$ cat src/rtl/assert_macros.svh
// ----------------------------------------------------------------------------
// Assertion macros
// Shared forms for same-cycle and next-cycle implication checks.
// ----------------------------------------------------------------------------
`ifndef ASSERT_MACROS_SVH
`define ASSERT_MACROS_SVH

// antecedent implies consequent in the same cycle
`define ASSERT_IMPLIES(label, clk, rst_n, ante, cons) \
    label: assert property (@(posedge clk) disable iff (!(rst_n)) (ante) |-> (cons)) \
        else $error("%m: same-cycle check failed");

// antecedent implies consequent in the next cycle
`define ASSERT_NEXT(label, clk, rst_n, ante, cons) \
    label: assert property (@(posedge clk) disable iff (!(rst_n)) (ante) |=> (cons)) \
        else $error("%m: next-cycle check failed");

`endif

$ cat src/rtl/rsfr_pkg.sv
// ----------------------------------------------------------------------------
// rsfr_pkg
// Types, codes and constants of the frame receiver.
// ----------------------------------------------------------------------------
package rsfr_pkg;

    localparam int BUFFER_BYTES_DEF = 64;

    localparam logic [7:0] PREAMBLE_BYTE = 8'hFE;
    localparam logic [7:0] HEADER_BYTE   = 8'h68;

    // item operation codes
    localparam logic [1:0] OP_BYTE    = 2'd0;
    localparam logic [1:0] OP_RELEASE = 2'd1;
    localparam logic [1:0] OP_READ    = 2'd2;

    // configuration register indexes
    localparam logic [2:0] CFG_NODE_MODE  = 3'd0;
    localparam logic [2:0] CFG_SKIP_PRE   = 3'd1;
    localparam logic [2:0] CFG_NO_HEADER  = 3'd2;
    localparam logic [2:0] CFG_LEN_POS    = 3'd3;
    localparam logic [2:0] CFG_LEN_SCALE  = 3'd4;
    localparam logic [2:0] CFG_LEN_OFFSET = 3'd5;

    typedef enum logic [2:0] {
        ST_STORED   = 3'd0,
        ST_BUSY     = 3'd1,
        ST_PREAMBLE = 3'd2,
        ST_BADLEN   = 3'd3,
        ST_BADSUM   = 3'd4,
        ST_DONE     = 3'd5,
        ST_RELEASED = 3'd6,
        ST_READ     = 3'd7
    } t_status;

    typedef struct packed {
        t_status    status;
        logic       frame_ready;
        logic [7:0] frame_length;
        logic       start_seen;
    } t_res;

    typedef struct packed {
        logic       we;
        logic [2:0] index;
        logic [7:0] data;
    } t_cfg_wr;

    // one access to the frame store; addr is cut to the store's width there
    typedef struct packed {
        logic       en;
        logic       we;
        logic       re;
        logic [7:0] addr;
        logic [7:0] wdata;
    } t_mem_req;

endpackage

$ cat src/rtl/rsfr_store.sv
// ----------------------------------------------------------------------------
// rsfr_store
// Frame buffer memory with per-entry valid bits and registered read data.
// ----------------------------------------------------------------------------
`include "assert_macros.svh"

module rsfr_store #(
    parameter int BUFFER_BYTES = rsfr_pkg::BUFFER_BYTES_DEF
) (
    input  logic             i_clk,
    input  logic             i_rst_n,
    input  rsfr_pkg::t_mem_req i_req,
    output logic [7:0]       o_rdata
);
    import rsfr_pkg::*;

    localparam int DEPTH = BUFFER_BYTES + 2;
    localparam int AW    = $clog2(DEPTH);

    logic [7:0]       r_mem [DEPTH];
    logic [DEPTH-1:0] r_valid;
    logic [7:0]       r_q;
    logic             r_hit;
    logic [AW-1:0]    addr;

    assign addr = i_req.addr[AW-1:0];

    always_ff @(posedge i_clk) begin
        if (i_req.en && i_req.we) begin
            r_mem[addr] <= i_req.wdata;
        end
        if (i_req.en) begin
            r_q <= r_mem[addr];
        end
    end

    // an entry never written reads as zero
    always_ff @(posedge i_clk) begin
        if (!i_rst_n) begin
            r_valid <= '0;
            r_hit   <= 1'b0;
        end else if (i_req.en) begin
            if (i_req.we) begin
                r_valid[addr] <= 1'b1;
            end
            r_hit <= i_req.re && r_valid[addr];
        end
    end

    assign o_rdata = r_hit ? r_q : 8'd0;

    `ASSERT_NEXT(a_no_read_zero, i_clk, i_rst_n, i_req.en && !i_req.re, o_rdata == 8'd0)

endmodule

$ cat src/rtl/rsfr_ctrl.sv
// ----------------------------------------------------------------------------
// rsfr_ctrl
// Framing state, configuration registers and store access per item.
// ----------------------------------------------------------------------------
`include "assert_macros.svh"

module rsfr_ctrl #(
    parameter int BUFFER_BYTES = rsfr_pkg::BUFFER_BYTES_DEF
) (
    input  logic               i_clk,
    input  logic               i_rst_n,
    input  rsfr_pkg::t_cfg_wr  i_cfg,
    input  logic               i_acc,
    input  logic [1:0]         i_op,
    input  logic [7:0]         i_byte_in,
    input  logic [6:0]         i_read_index,
    output rsfr_pkg::t_res     o_res,
    output rsfr_pkg::t_mem_req o_mem
);
    import rsfr_pkg::*;

    localparam int DEPTH = BUFFER_BYTES + 2;
    localparam logic [7:0] DEPTH_B = 8'(DEPTH);
    localparam logic [7:0] MAXLEN  = 8'(BUFFER_BYTES);

    logic       r_node_mode, r_skip_pre, r_no_header;
    logic [7:0] r_len_pos, r_len_scale, r_len_off;

    logic [7:0] r_wp, r_len, r_sum;
    logic       r_done, r_start;
    logic [7:0] n_wp, n_len, n_sum;
    logic       n_done, n_start;

    // only the low byte of the scaled length matters
    logic [7:0]  prod;
    logic [7:0]  ri_ext;

    assign prod   = r_len_scale * i_byte_in;
    assign ri_ext = {1'b0, i_read_index};

    always_comb begin
        t_status st;
        logic    bad_len;
        logic    is_len_pos;
        st         = ST_BUSY;
        n_wp       = r_wp;
        n_len      = r_len;
        n_sum      = r_sum;
        n_done     = r_done;
        n_start    = r_start;
        o_mem      = '0;
        o_mem.en   = i_acc;
        o_mem.wdata = i_byte_in;
        bad_len    = (i_byte_in == 8'd0) || (i_byte_in > MAXLEN);
        is_len_pos = r_node_mode ? (r_wp == r_len_pos) : (r_wp == 8'd1);

        case (i_op)
            OP_BYTE: begin
                if (r_done) begin
                    st = ST_BUSY;
                end else if (r_wp == 8'd0 && i_byte_in == PREAMBLE_BYTE &&
                             (!r_node_mode || r_skip_pre)) begin
                    st = ST_PREAMBLE;
                end else if (is_len_pos && bad_len) begin
                    st      = ST_BADLEN;
                    n_wp    = 8'd0;
                    n_len   = 8'd0;
                    n_sum   = 8'd0;
                    n_done  = 1'b0;
                    n_start = 1'b0;
                end else begin
                    if (r_wp == 8'd0 &&
                        (i_byte_in == HEADER_BYTE || (r_node_mode && r_no_header))) begin
                        n_start = 1'b1;
                        n_len   = 8'd0;
                    end
                    if (is_len_pos) begin
                        n_len = r_node_mode ? 8'(prod + r_len_off) : i_byte_in;
                    end
                    o_mem.we   = (r_wp < DEPTH_B);
                    o_mem.addr = r_wp;
                    if (r_node_mode) begin
                        if (n_len != 8'd0 && ({1'b0, r_wp} + 9'd1) >= {1'b0, n_len}) begin
                            n_done = 1'b1;
                            st     = ST_DONE;
                        end else begin
                            n_wp = 8'(r_wp + 8'd1);
                            st   = ST_STORED;
                        end
                    end else if (n_len != 8'd0 && r_wp > n_len) begin
                        if (r_sum != i_byte_in && i_byte_in != PREAMBLE_BYTE) begin
                            st      = ST_BADSUM;
                            n_wp    = 8'd0;
                            n_len   = 8'd0;
                            n_sum   = 8'd0;
                            n_done  = 1'b0;
                            n_start = 1'b0;
                        end else begin
                            n_done = 1'b1;
                            st     = ST_DONE;
                        end
                    end else begin
                        if (r_wp != 8'd0) begin
                            n_sum = 8'(r_sum + i_byte_in);
                        end
                        n_wp = 8'(r_wp + 8'd1);
                        st   = ST_STORED;
                    end
                end
            end
            OP_RELEASE: begin
                st      = ST_RELEASED;
                n_wp    = 8'd0;
                n_len   = 8'd0;
                n_sum   = 8'd0;
                n_done  = 1'b0;
                n_start = 1'b0;
            end
            OP_READ: begin
                st         = ST_READ;
                o_mem.re   = (ri_ext < DEPTH_B);
                o_mem.addr = ri_ext;
            end
            default: begin
                st = ST_BUSY;
            end
        endcase

        o_res.status       = st;
        o_res.frame_ready  = n_done;
        o_res.frame_length = n_len;
        o_res.start_seen   = n_start;
    end

    always_ff @(posedge i_clk) begin
        if (!i_rst_n) begin
            r_wp    <= 8'd0;
            r_len   <= 8'd0;
            r_sum   <= 8'd0;
            r_done  <= 1'b0;
            r_start <= 1'b0;
        end else if (i_acc) begin
            r_wp    <= n_wp;
            r_len   <= n_len;
            r_sum   <= n_sum;
            r_done  <= n_done;
            r_start <= n_start;
        end
    end

    always_ff @(posedge i_clk) begin
        if (!i_rst_n) begin
            r_node_mode <= 1'b0;
            r_skip_pre  <= 1'b1;
            r_no_header <= 1'b0;
            r_len_pos   <= 8'd1;
            r_len_scale <= 8'd1;
            r_len_off   <= 8'd0;
        end else if (i_cfg.we) begin
            case (i_cfg.index)
                CFG_NODE_MODE:  r_node_mode <= i_cfg.data[0];
                CFG_SKIP_PRE:   r_skip_pre  <= i_cfg.data[0];
                CFG_NO_HEADER:  r_no_header <= i_cfg.data[0];
                CFG_LEN_POS:    r_len_pos   <= i_cfg.data;
                CFG_LEN_SCALE:  r_len_scale <= i_cfg.data;
                CFG_LEN_OFFSET: r_len_off   <= i_cfg.data;
                default: begin
                end
            endcase
        end
    end

    `ASSERT_NEXT(a_abort_restarts, i_clk, i_rst_n, i_acc && (o_res.status == ST_BADLEN || o_res.status == ST_BADSUM), r_wp == 8'd0 && !r_start && !r_done)

endmodule

$ cat src/rtl/rs485_frame_receiver.sv
// Pipeline: an accepted beat waits in stage 1 for the store read data, then
//   moves to the output register. Two register stages (store read, output).
// Throughput: one item per cycle unless the output stalls; the store takes at
//   most one write or read per item; length scaling is a single 8x8 multiply.
// Reset: synchronous, active low; framing state and configuration go to their
//   defaults and the store's valid bits clear, so unwritten entries read zero.
// ----------------------------------------------------------------------------
// rs485_frame_receiver
// Length-prefixed serial frame receiver with sum checksum (host mode) or
// scaled length field (node mode), frame buffer with read-back.
// ----------------------------------------------------------------------------
`include "assert_macros.svh"

module rs485_frame_receiver #(
    parameter int BUFFER_BYTES = rsfr_pkg::BUFFER_BYTES_DEF
) (
    input  logic       i_clk,
    input  logic       i_rst_n,
    // configuration write port
    input  logic       i_cfg_we,
    input  logic [2:0] i_cfg_index,
    input  logic [7:0] i_cfg_data,
    // input channel
    input  logic       i_in_valid,
    output logic       o_in_stall,
    input  logic [1:0] i_op,
    input  logic [7:0] i_byte_in,
    input  logic [6:0] i_read_index,
    // result channel
    output logic       o_out_valid,
    input  logic       i_out_stall,
    output logic [2:0] o_status,
    output logic       o_frame_ready,
    output logic [7:0] o_frame_length,
    output logic       o_start_seen,
    output logic [7:0] o_read_data
);
    import rsfr_pkg::*;

    t_cfg_wr  cfg;
    t_res     res;
    t_mem_req mem_req;
    logic [7:0] rdata;
    logic       acc;
    logic       s1_adv;

    // stage 1: decoded beat, waiting for the store read data
    logic r_s1_vld;
    t_res r_s1_res;
    // output register
    logic       r_o_vld;
    t_res       r_o_res;
    logic [7:0] r_o_rdata;

    assign cfg.we    = i_cfg_we;
    assign cfg.index = i_cfg_index;
    assign cfg.data  = i_cfg_data;

    // advance stage 1 whenever the output register is free or being drained;
    // accept a new beat whenever stage 1 is empty or advancing
    assign s1_adv     = !r_o_vld || !i_out_stall;
    assign o_in_stall = r_s1_vld && !s1_adv;
    assign acc        = i_in_valid && !o_in_stall;

    rsfr_ctrl #(
        .BUFFER_BYTES(BUFFER_BYTES)
    ) u_ctrl (
        .i_clk        (i_clk),
        .i_rst_n      (i_rst_n),
        .i_cfg        (cfg),
        .i_acc        (acc),
        .i_op         (i_op),
        .i_byte_in    (i_byte_in),
        .i_read_index (i_read_index),
        .o_res        (res),
        .o_mem        (mem_req)
    );

    // store read data stays put until the next accepted beat, which only
    // happens once stage 1 has moved on
    rsfr_store #(
        .BUFFER_BYTES(BUFFER_BYTES)
    ) u_store (
        .i_clk   (i_clk),
        .i_rst_n (i_rst_n),
        .i_req   (mem_req),
        .o_rdata (rdata)
    );

    always_ff @(posedge i_clk) begin
        if (!i_rst_n) begin
            r_s1_vld <= 1'b0;
            r_o_vld  <= 1'b0;
        end else begin
            if (acc) begin
                r_s1_vld <= 1'b1;
            end else if (s1_adv) begin
                r_s1_vld <= 1'b0;
            end
            if (s1_adv) begin
                r_o_vld <= r_s1_vld;
            end
        end
    end

    // hold payloads while stalled
    always_ff @(posedge i_clk) begin
        if (acc) begin
            r_s1_res <= res;
        end
        if (s1_adv && r_s1_vld) begin
            r_o_res   <= r_s1_res;
            r_o_rdata <= rdata;
        end
    end

    assign o_out_valid    = r_o_vld;
    assign o_status       = r_o_res.status;
    assign o_frame_ready  = r_o_res.frame_ready;
    assign o_frame_length = r_o_res.frame_length;
    assign o_start_seen   = r_o_res.start_seen;
    assign o_read_data    = r_o_rdata;

    `ASSERT_IMPLIES(a_ready_status, i_clk, i_rst_n, r_o_vld && (r_o_res.status == ST_STORED || r_o_res.status == ST_BADLEN || r_o_res.status == ST_BADSUM || r_o_res.status == ST_RELEASED), !r_o_res.frame_ready)
    `ASSERT_NEXT(a_s1_hold, i_clk, i_rst_n, r_s1_vld && !s1_adv, r_s1_vld)

endmodule

$ cat config.mk
export PLATFORM = sky130hd
export DESIGN_NAME = rs485_frame_receiver
export DESIGN_NICKNAME = d
export VERILOG_FILES = /design/src/rtl/rsfr_pkg.sv /design/src/rtl/rsfr_store.sv /design/src/rtl/rsfr_ctrl.sv /design/src/rtl/rs485_frame_receiver.sv
export VERILOG_INCLUDE_DIRS = /design/src /design/src/rtl
export SDC_FILE = /design/constraint.sdc
export NUM_CORES = 1
export LEC_CHECK = 0
export ABC_AREA = 1
export ABC_CLOCK_PERIOD_IN_PS = 9100
export BUFFER_PORTS_ARGS = -buffer_cell sky130_fd_sc_hd__buf_2
export CAP_MARGIN = 20
export CORE_AREA = 3 3 254 256
export DETAILED_ROUTE_END_ITERATION = 12
export DIE_AREA = 0 0 257 259
export GPL_ROUTABILITY_DRIVEN = 0
export PLACE_DENSITY = 0.65
export REMOVE_ABC_BUFFERS = 1
export SYNTH_ARGS = -nofsm -noshare
export SYNTH_HDL_FRONTEND = slang
export SYNTH_SLANG_ARGS = --single-unit
$ cat constraint.sdc
create_clock -name i_clk -period 9.1 [get_ports i_clk]
set_input_delay 1.365 -clock i_clk [delete_from_list [all_inputs] [get_ports i_clk]]
set_output_delay 1.365 -clock i_clk [all_outputs]
set_load 0.01 [all_outputs]
==> results.py, run 1 <==
metrics = {
    "cells_and_area": {
        "nNetsFinal": 3344,
        "diodes": 0,
        "area_delta_synth_final_pct": 10.6,
        "drive_above_1_share": 0.0760,
        "design_area_sq_um": 34400,
    },
    "route": {
        "postRouteAntennaNets": 0,
        "routed_wl_um": 84700,
        "first_pass_iters": 5,
        "drc": 0,
        "routed-via-count": 22600,
        "detail_route.wl_per_cell_um": 20.4,
        "routed_via_density": 5.45,
        "drtIter0Drc": 1978,
    },
    "sta": {
        "clock_skew_ns": 0.0385,
        "fmax_mhz": 151,
        "finalMaxSlewViolations": 0,
        "finalHoldViolCount": 0,
        "rsz0062_at_grt": "false",
        "setup_tns_ns": 0,
        "tightest_slew_ns": 1.10,
        "setup_violations": 0,
        "period_needed_ns": 6.62,
        "slew_headroom": 0.268,
        "fin_ws_ns": 2.48,
        "min_period_over_period": 0.727,
    },
    "job": {
        "cap_viol_max_count": 0,
    },
    "synth": {
        "synthTopCellsByCount": "1,166 x nand2_1, 570 x edfxtp_1, 366 x nor2_1, 221 x inv_1, 184 x a21oi_1",
        "synth_cells": 3220,
        "synth-edff-count": 570,
        "yosysWarnings": 0,
        "synth_top_area_cell": "edfxtp_1",
        "ys_seq_elements": 692,
        "synth_cell_types": 48,
        "synth_flop_cell": "edfxtp_1",
        "avgSynthCellArea_sq_um": 9.65,
        "synthMostInstantiatedCell": "nand2_1",
        "synthArstFlopShare": 0,
        "synth_top_area_share": 0.551,
        "yosysSeqAreaShare": 0.629,
        "synth_area_sq_um": 31100,
        "yosys-top-cells-area": "edfxtp_1 55%, nand2_1 14%, dfxtp_1 7.9%",
    },
    "setup_path": {
        "cp_data_arrival_time_ns": 6.98,
        "cp_top_family": "adder cells",
        "critical-path-slowest-cell": "fa_1",
        "cpMostUsedCell": "nand2_1",
        "max_stage_delay_ns": 0.53,
        "setup.worst_path.start_class": "input port",
        "critPathKind": "input port to register",
        "required_ns": 9.46,
        "critPathBufInv": 6,
        "crit_fanout": 20,
        "worstSetupEndpointType": "register",
    },
    "place": {
        "placed_area_sq_um": 32000,
        "pre_cts_slack_ns": 1.96,
        "portBuffers": 55,
        "place_hpwl_um": 52400,
    },
    "global_routing": {
        "antenna_found_initial": 3,
        "grt-ovfl-total": 0,
        "grtUsageTotal": 0.252,
        "grt_max_degree": 114,
        "grt_pass1_wl_um": 129000,
        "grt_pass1_vias": 21700,
    },
    "clocking": {
        "holdBufCountCts": 0,
        "h-tree-depth": 3,
        "clock_path_buffers": 3,
        "path_clk_slew_ns": 0.06,
        "cts_buffers": 72,
        "clk_latency_ns": 0.62,
        "cts_resized": 0,
        "cts_tree": "built",
        "cts_setup_buffers": 0,
        "root_buffer": "clkbuf_16",
        "cts.sinks": 692,
    },
    "power_and_ir_drop": {
        "peakVddDrop_mv": 0.127,
        "power_density_nw_per_um2": 205,
        "power_leakage_nw": 13.7,
        "power.total_w": 0.00704,
    },
    "floorplanning": {
        "initial_core_util": 0.495,
        "die_area_sq_um": 66600,
        "die_w_um": 257,
        "dieHeight_um": 259,
        "io_pins": 56,
        "coreArea_sq_um": 62700,
        "rows": 92,
    },
    "run_status": {
        "status": "completed",
    },
    "worst_hold_path": {
        "hp-class": "register to register",
    },
}
per-stage QoR:
stage          utilization  hold WS [ns]  instances
6_report             0.548         0.421       4148
4_1_cts              0.548         0.424       4147
3_5_place_dp         0.510         0.410       4017
3_3_place_gp         0.510         0.405       4017
2_1_floorplan            -         0.400       3090
5_1_grt              0.548         0.427       4148
flip-flops by register name (all words and copies together) (netlist names), 3 cells and up:
name	count
u_store.r_valid	66
r_s1_res	13
o_frame_length	8
u_ctrl.r_len_scale	8
u_ctrl.r_sum	8
u_ctrl.r_len	8
u_ctrl.r_len_pos	8
u_store.r_q	8
u_ctrl.r_wp	8
o_status	3
u_store.r_mem	528
u_ctrl.r_len_off	8
o_read_data	8
power breakdown:
group / switching, W / internal, W / leakage, nW
Combinational: 0.000458 / 0.000174 / 6.39
Clock: 0.00120 / 0.00173 / 1.16
Sequential: 0.0000214 / 0.00346 / 6.15
Total: 0.00168 / 0.00536 / 13.7
cell usage in the layout (no fill, tap or decap), types with 55 or more instances in the layout:
cell type	instances
nand2_1	1166
edfxtp_1	570
nor2_1	366
inv_1	221
a21oi_1	183
dfxtp_1	122
o21ai_0	107
nand3_1	78
clkbuf_16	76
buf_2	55
area by class of cell:
type | instances | area, sq um
fill | 5435 | 28400
timing repair buffer | 82 | 507
tap | 846 | 1060
sequential | 692 | 19600
clock inverter | 25 | 264
clock buffer | 105 | 2080
multi-input combinational | 2153 | 9960
inverter | 245 | 930
worst reg2reg max path: cells and delay by family (launching register included):
kind,cells,cell delay [ns]
AO/OA/AOI/OAI,3,0.71
XOR/XNOR,1,0.14
adder cells (fa/ha/maj),7,2.54
buffers and inverters,5,0.33
flip-flops,1,0.52
AND/OR/NAND/NOR,15,1.48
logic make-up after synthesis:
group | Yosys count | synth area share
simple gates | 1715 | 0.223
flops | 692 | 0.629
buf+inv | 375 | 0.0504
compound gates | 350 | 0.0600
fa+ha+maj | 65 | 0.0308
xor+xnor | 23 | 0.00648
path summary, 6_finish.rpt:
kind,to,from,cells after the start,slack (ns)
max,r_s1_res[7]$_DFFE_PP_,i_byte_in[0],32,2.48
max reg2reg,r_s1_res[7]$_DFFE_PP_,u_ctrl.r_len_scale[2]$_SDFFE_PN0P_,31,3.13
min reg2reg,o_frame_length[0]$_DFFE_PP_,r_s1_res[1]$_DFFE_PP_,0,0.42
min,o_frame_length[0]$_DFFE_PP_,r_s1_res[1]$_DFFE_PP_,0,0.42
metal layers:
layer	vias to the layer above	GRT usage	wire length (um)
li1	10600	-	-
met1	10800	0.339	34700
met2	991	0.417	40200
met3	175	0.0376	6830
met4	2	0.0954	2930
met5	-	0	17
Power figures use the tool's default switching activity.
==> run 2: changes to the inputs <==
--- a/config.mk
+++ b/config.mk
@@ -7,7 +7,7 @@
 export NUM_CORES = 1
 export LEC_CHECK = 0
 export ABC_AREA = 1
-export ABC_CLOCK_PERIOD_IN_PS = 9100
+export ABC_CLOCK_PERIOD_IN_PS = 6200
 export BUFFER_PORTS_ARGS = -buffer_cell sky130_fd_sc_hd__buf_2
 export CAP_MARGIN = 20
 export CORE_AREA = 3 3 254 256
==> constraint.sdc (replaced) <==
create_clock -name i_clk -period 6.2 [get_ports i_clk]
set_input_delay 0.93 -clock i_clk [delete_from_list [all_inputs] [get_ports i_clk]]
set_output_delay 0.93 -clock i_clk [all_outputs]
set_load 0.01 [all_outputs]
==> run 2 against run 1 <==
  * Cell count grew 2.0%
  * First-iteration DRC count grew 16%
  * Clock power grew 55%
  * Setup slack lost 2.1 ns
  * Critical endpoint is now u_ctrl.r_sum[7]$_SDFFE_PN0P_
  * Largest power group unchanged
==> results.py, run 2 (synthesis gave the netlist of run 1 again) <==
metrics = {
    "run_status": {
        "status": "completed",
    },
    "setup_path": {
        "critPathKind": "input port to register",
        "crit_fanout": 9,
        "r2r_start": "u_ctrl.r_len_scale[2]$_SDFFE_PN0P_",
        "cpMostUsedCell": "nand2_1",
        "required_ns": 6.71,
        "max_stage_delay_ns": 0.53,
        "worstSetupEndpointType": "register",
        "critical-path-slowest-cell": "fa_1",
        "setup.worst_path.start_class": "input port",
        "cp_data_arrival_time_ns": 6.32,
        "startpoint": "i_byte_in[1]",
    },
    "route": {
        "drc": 0,
        "detail_route.wl_per_cell_um": 20.4,
        "routed_via_density": 5.42,
        "routed_wl_um": 86100,
        "first_pass_iters": 5,
        "wl_met3_um": 6650,
        "dr.max_layer_used": "met4",
        "routed-via-count": 22900,
        "wl_met1_um": 34600,
        "postRouteAntennaNets": 0,
        "drtIter0Drc": 2295,
        "wl_met2_um": 41700,
    },
    "sta": {
        "period_needed_ns": 5.81,
        "setup_tns_ns": 0,
        "rsz0062_at_grt": "false",
        "holdWs_ns": 0.425,
        "clock_skew_ns": 0.0267,
        "tightest_slew_ns": 1.19,
        "slew_headroom": 0.207,
        "fmax_mhz": 172,
        "finalMaxSlewViolations": 0,
        "min_period_over_period": 0.937,
        "finalHoldViolCount": 0,
        "setup_violations": 0,
    },
    "cells_and_area": {
        "drive_above_1_share": 0.100,
        "top_register": "u_store.r_mem",
        "area_delta_synth_final_pct": 13.3,
        "postLayoutCoreUtil": 0.561,
        "largest_reg_flops": 528,
        "reg_top3": "u_store.r_mem x528, u_store.r_valid x66, r_s1_res x13",
        "final_cells": 4230,
        "final_cell_mix": "1,166 x nand2_1, 570 x edfxtp_1, 366 x nor2_1",
        "fillers": 5367,
        "layout_commonest_cell": "nand2_1",
        "nNetsFinal": 3424,
        "diodes": 0,
    },
    "clocking": {
        "cts_buffers": 73,
        "root_buffer": "clkbuf_16",
        "clk_latency_ns": 0.62,
        "h-tree-depth": 3,
        "cts.sinks": 692,
        "clock_path_buffers": 3,
        "path_clk_slew_ns": 0.06,
        "cts_tree": "built",
    },
    "global_routing": {
        "grt_max_degree": 133,
        "grt-ovfl-total": 0,
        "grt_pass1_vias": 22300,
        "grtUsageTotal": 0.257,
        "grt_pass1_wl_um": 131000,
        "antenna_found_initial": 0,
    },
    "place": {
        "dp.cells": 4097,
        "place_hpwl_um": 54800,
        "portBuffers": 55,
    },
    "worst_hold_path": {
        "hp-class": "register to register",
        "min-delay-start": "r_s1_res[11]$_DFFE_PP_",
    },
    "power_and_ir_drop": {
        "power.total_w": 0.0106,
        "peakVddDrop_mv": 0.172,
        "power_leakage_nw": 14.2,
        "power_density_nw_per_um2": 302,
    },
    "floorplanning": {
        "rows": 92,
        "coreArea_sq_um": 62700,
        "dieHeight_um": 259,
        "die_w_um": 257,
        "io_pins": 56,
        "die_area_sq_um": 66600,
        "initial_core_util": 0.495,
    },
    "job": {
        "cap_viol_max_count": 0,
    },
}
run 2: critical path: cells and delay by family:
kind / cells / cell delay (ns)
buffers and inverters: 6 / 0.43
AO/OA/AOI/OAI: 3 / 0.59
adder cells (fa/ha/maj): 6 / 2.60
AND/OR/NAND/NOR: 17 / 1.59
XOR/XNOR: 1 / 0.17
run 2: final timing paths:
kind                             endpoint  slack, ns  depth (start not counted)
max          u_ctrl.r_sum[7]$_SDFFE_PN0P_       0.39                         33
max reg2reg  u_ctrl.r_sum[7]$_SDFFE_PN0P_       0.42                         33
min reg2reg         o_status[1]$_DFFE_PP_       0.43                          0
min                 o_status[1]$_DFFE_PP_       0.43                          0
run 2: repair_timing:
item | CTS | global route
hold buffers | 0 | 0
resized for setup | 0 | 1
endpoints found under the setup margin | 0 | 5
setup buffers | 0 | 0
run 2: stage by stage:
step                setup WS, ns  cell area (sq um)
CTS                        0.415              35200
global route              0.0129              35200
global placement          0.0132              32700
finish                     0.391              35200
floorplan                -0.0123              30400
detailed placement        -0.226              32700
run 2: per-layer routing:
layer / up-vias / track usage
li1: 10800 / -
met1: 11000 / 0.336
met2: 944 / 0.434
met3: 193 / 0.0401
met4: 0 / 0.101
met5: - / 0
run 2: final cells by class:
class | instances | area, sq um | area share
Inverter | 245 | 928 | 0.0264
Tap cell | 846 | 1060 | 0.0301
Clock buffer | 97 | 2070 | 0.0589
Multi-Input combinational cell | 2153 | 9970 | 0.283
Sequential cell | 692 | 19600 | 0.556
Timing Repair Buffer | 161 | 1200 | 0.0340
Clock inverter | 36 | 424 | 0.0120
run 2: power breakdown:
part | internal, W | leakage (nW) | switching (W) | total (W)
Combinational | 0.000301 | 6.84 | 0.000688 | 0.000989
Sequential | 0.00507 | 6.15 | 0.0000324 | 0.00510
Clock | 0.00273 | 1.22 | 0.00181 | 0.00454
Total | 0.00810 | 14.2 | 0.00253 | 0.0106
==> run 3: changes to the inputs <==
--- a/config.mk
+++ b/config.mk
@@ -10,11 +10,14 @@
 export ABC_CLOCK_PERIOD_IN_PS = 6200
 export BUFFER_PORTS_ARGS = -buffer_cell sky130_fd_sc_hd__buf_2
 export CAP_MARGIN = 20
+export CELL_PAD_IN_SITES_DETAIL_PLACEMENT = 0
+export CELL_PAD_IN_SITES_GLOBAL_PLACEMENT = 1
 export CORE_AREA = 3 3 254 256
 export DETAILED_ROUTE_END_ITERATION = 12
 export DIE_AREA = 0 0 257 259
 export GPL_ROUTABILITY_DRIVEN = 0
-export PLACE_DENSITY = 0.65
+export GPL_TIMING_DRIVEN = 0
+export PLACE_DENSITY_LB_ADDON = 0.1
 export REMOVE_ABC_BUFFERS = 1
 export SYNTH_ARGS = -nofsm -noshare
 export SYNTH_HDL_FRONTEND = slang
==> run 3 against run 2 <==
  * Design area is 0.42% lower
  * Combinational power is 1% lower
  * Via count is 3.7% lower
  * Register-to-register slack worse by 0.02 ns
  * Die area stayed put
  * Sequential share of layout area is 0.23 points higher
  * Hold slack worse by 0.0031 ns
  * Sequential power hardly changed
  * Power is 0.74% lower
  * Critical endpoint is now r_s1_res[10]$_DFFE_PP_
  * First-iteration DRC count is 21% lower
  * Critical path type unchanged
==> results.py, run 3 (synthesis gave the netlist of run 1 again) <==
metrics = {
    "sta": {
        "rsz0062_at_grt": "false",
        "slew_headroom": 0.275,
        "finalHoldViolCount": 0,
        "period_needed_ns": 5.84,
        "finalMaxSlewViolations": 0,
        "fmax_mhz": 171,
        "clock_skew_ns": 0.0227,
        "min_period_over_period": 0.943,
        "tightest_slew_ns": 1.08,
        "holdWs_ns": 0.422,
        "setup_violations": 0,
    },
    "route": {
        "drc": 0,
        "drtIter0Drc": 1821,
        "postRouteAntennaNets": 0,
        "routed-via-count": 22100,
        "routed_via_density": 5.30,
        "routed_wl_um": 85400,
        "detail_route.wl_per_cell_um": 20.5,
        "first_pass_iters": 7,
    },
    "place": {
        "place_hpwl_um": 51900,
        "portBuffers": 55,
        "dp.cells": 4012,
        "placed_area_sq_um": 32300,
    },
    "setup_path": {
        "startpoint": "i_byte_in[0]",
        "critical-path-slowest-cell": "fa_1",
        "r2r_setup_slack_ns": 0.40,
        "worstSetupEndpointType": "register",
        "max_stage_delay_ns": 0.53,
        "endpoint": "r_s1_res[10]$_DFFE_PP_",
        "r2r_start": "u_ctrl.r_node_mode$_SDFFE_PN0P_",
        "rr_worst_depth": 15,
        "cp_data_arrival_time_ns": 6.19,
        "critPathKind": "input port to register",
        "setup.worst_path.start_class": "input port",
        "crit_fanout": 39,
        "required_ns": 6.55,
        "r2r-end": "u_store.r_q[1]$_DFFE_PP_",
    },
    "power_and_ir_drop": {
        "peakVddDrop_mv": 0.197,
        "power_leakage_nw": 13.9,
        "power_density_nw_per_um2": 301,
        "power.total_w": 0.0106,
    },
    "clocking": {
        "holdBufCountCts": 0,
        "clk_latency_ns": 0.62,
        "clock_path_buffers": 3,
        "cts_buffers": 75,
        "cts_tree": "built",
        "h-tree-depth": 3,
        "cts.sinks": 692,
        "path_clk_slew_ns": 0.06,
        "root_buffer": "clkbuf_16",
    },
    "global_routing": {
        "antenna_found_initial": 2,
        "grt_max_degree": 132,
        "grt-ovfl-total": 0,
        "grt_pass1_wl_um": 127000,
        "grt_pass1_vias": 21000,
        "grtUsageTotal": 0.251,
    },
    "cells_and_area": {
        "postLayoutCoreUtil": 0.559,
        "layout_commonest_cell": "nand2_1",
        "drive_above_1_share": 0.0890,
        "reg_top3": "u_store.r_mem x528, u_store.r_valid x66, r_s1_res x13",
        "multiInputGateArea_sq_um": 10100,
        "fillers": 5487,
        "nNetsFinal": 3349,
        "seq_area_sq_um": 19600,
        "final_cells": 4160,
        "final_cell_mix": "1,162 x nand2_1, 570 x edfxtp_1, 343 x nor2_1",
        "largest_reg_flops": 528,
        "diodes": 0,
        "area_delta_synth_final_pct": 12.8,
        "top_register": "u_store.r_mem",
        "design_area_sq_um": 35100,
    },
    "run_status": {
        "status": "completed",
    },
    "floorplanning": {
        "initial_core_util": 0.495,
        "die_w_um": 257,
        "io_pins": 56,
        "coreArea_sq_um": 62700,
        "dieHeight_um": 259,
        "rows": 92,
        "die_area_sq_um": 66600,
    },
    "job": {
        "cap_viol_max_count": 0,
    },
    "worst_hold_path": {
        "hp-class": "register to register",
        "min_path_cells": 0,
    },
}
run 3: changes by cell type in the layout (fill, tap and decap cells not counted), moves of 4 or more:
cell      delta
clkbuf_1     +8
nor2_1      -23
nand2_1      -4
nor2_2      +21
buf_2        -7
buf_16      +12
nand2_4      +4
buf_4       -91
run 3: power by group:
part           switching (W)  internal (W)
combinational       0.000684      0.000295
sequential         0.0000295       0.00507
clock                0.00183       0.00265
total                0.00255       0.00801
run 3: metrics by stage:
stage	worst slack, ns	TNS, ns
2_1_floorplan	-0.0123	-0.196
3_3_place_gp	-5.71	-2718.11
3_5_place_dp	-1.14	-363.30
4_1_cts	0.0673	0
5_1_grt	0.0254	0
6_report	0.355	0
run 3: critical path, delay by kind of cell:
kind / cells / cell delay [ns]
XOR/XNOR: 1 / 0.31
AO/OA/AOI/OAI: 6 / 0.91
buffers and inverters: 8 / 0.77
AND/OR/NAND/NOR: 9 / 0.82
adder cells (fa/ha/maj): 6 / 2.43
run 3: routing by layer:
| layer | global-route usage | part of all wire | up-vias |
|---|---|---|---|
| met1 | 0.343 | 0.44 | 10700 |
| met3 | 0.0423 | 0.064 | 113 |
| met2 | 0.413 | 0.47 | 610 |
| met4 | 0.0797 | 0.025 | 2 |
| met5 | 0 | 0.00015 | - |
| li1 | - | - | 10600 |
run 3: how the worst min path moves through the flow:
stage,start,endpoint,slack (ns)
detailed placement,r_s1_res[10]$_DFFE_PP_,o_status[0]$_DFFE_PP_,0.41
floorplan,r_s1_res[1]$_DFFE_PP_,o_frame_length[0]$_DFFE_PP_,0.40
CTS,r_s1_res[10]$_DFFE_PP_,o_status[0]$_DFFE_PP_,0.43
finish,r_s1_res[10]$_DFFE_PP_,o_status[0]$_DFFE_PP_,0.42
global route,r_s1_res[10]$_DFFE_PP_,o_status[0]$_DFFE_PP_,0.44
global placement,r_s1_res[10]$_DFFE_PP_,o_status[0]$_DFFE_PP_,0.41
run 3: repair_timing:
| item | CTS | global route |
|---|---|---|
| endpoints found under the setup margin | 264 | 265 |
| endpoints found under the hold margin | 0 | 0 |
| cloned | 0 | 5 |
| resized for setup | 23 | 31 |
| pin swaps | 0 | 6 |
| setup buffers | 0 | 3 |
run 3: area by class of cell:
type	instances	share of cell area
tap	846	0.0302
timing repair buffer	82	0.0263
clock inverter	34	0.0101
multi-input combinational	2155	0.288
inverter	245	0.0269
sequential	692	0.558
clock buffer	106	0.0603
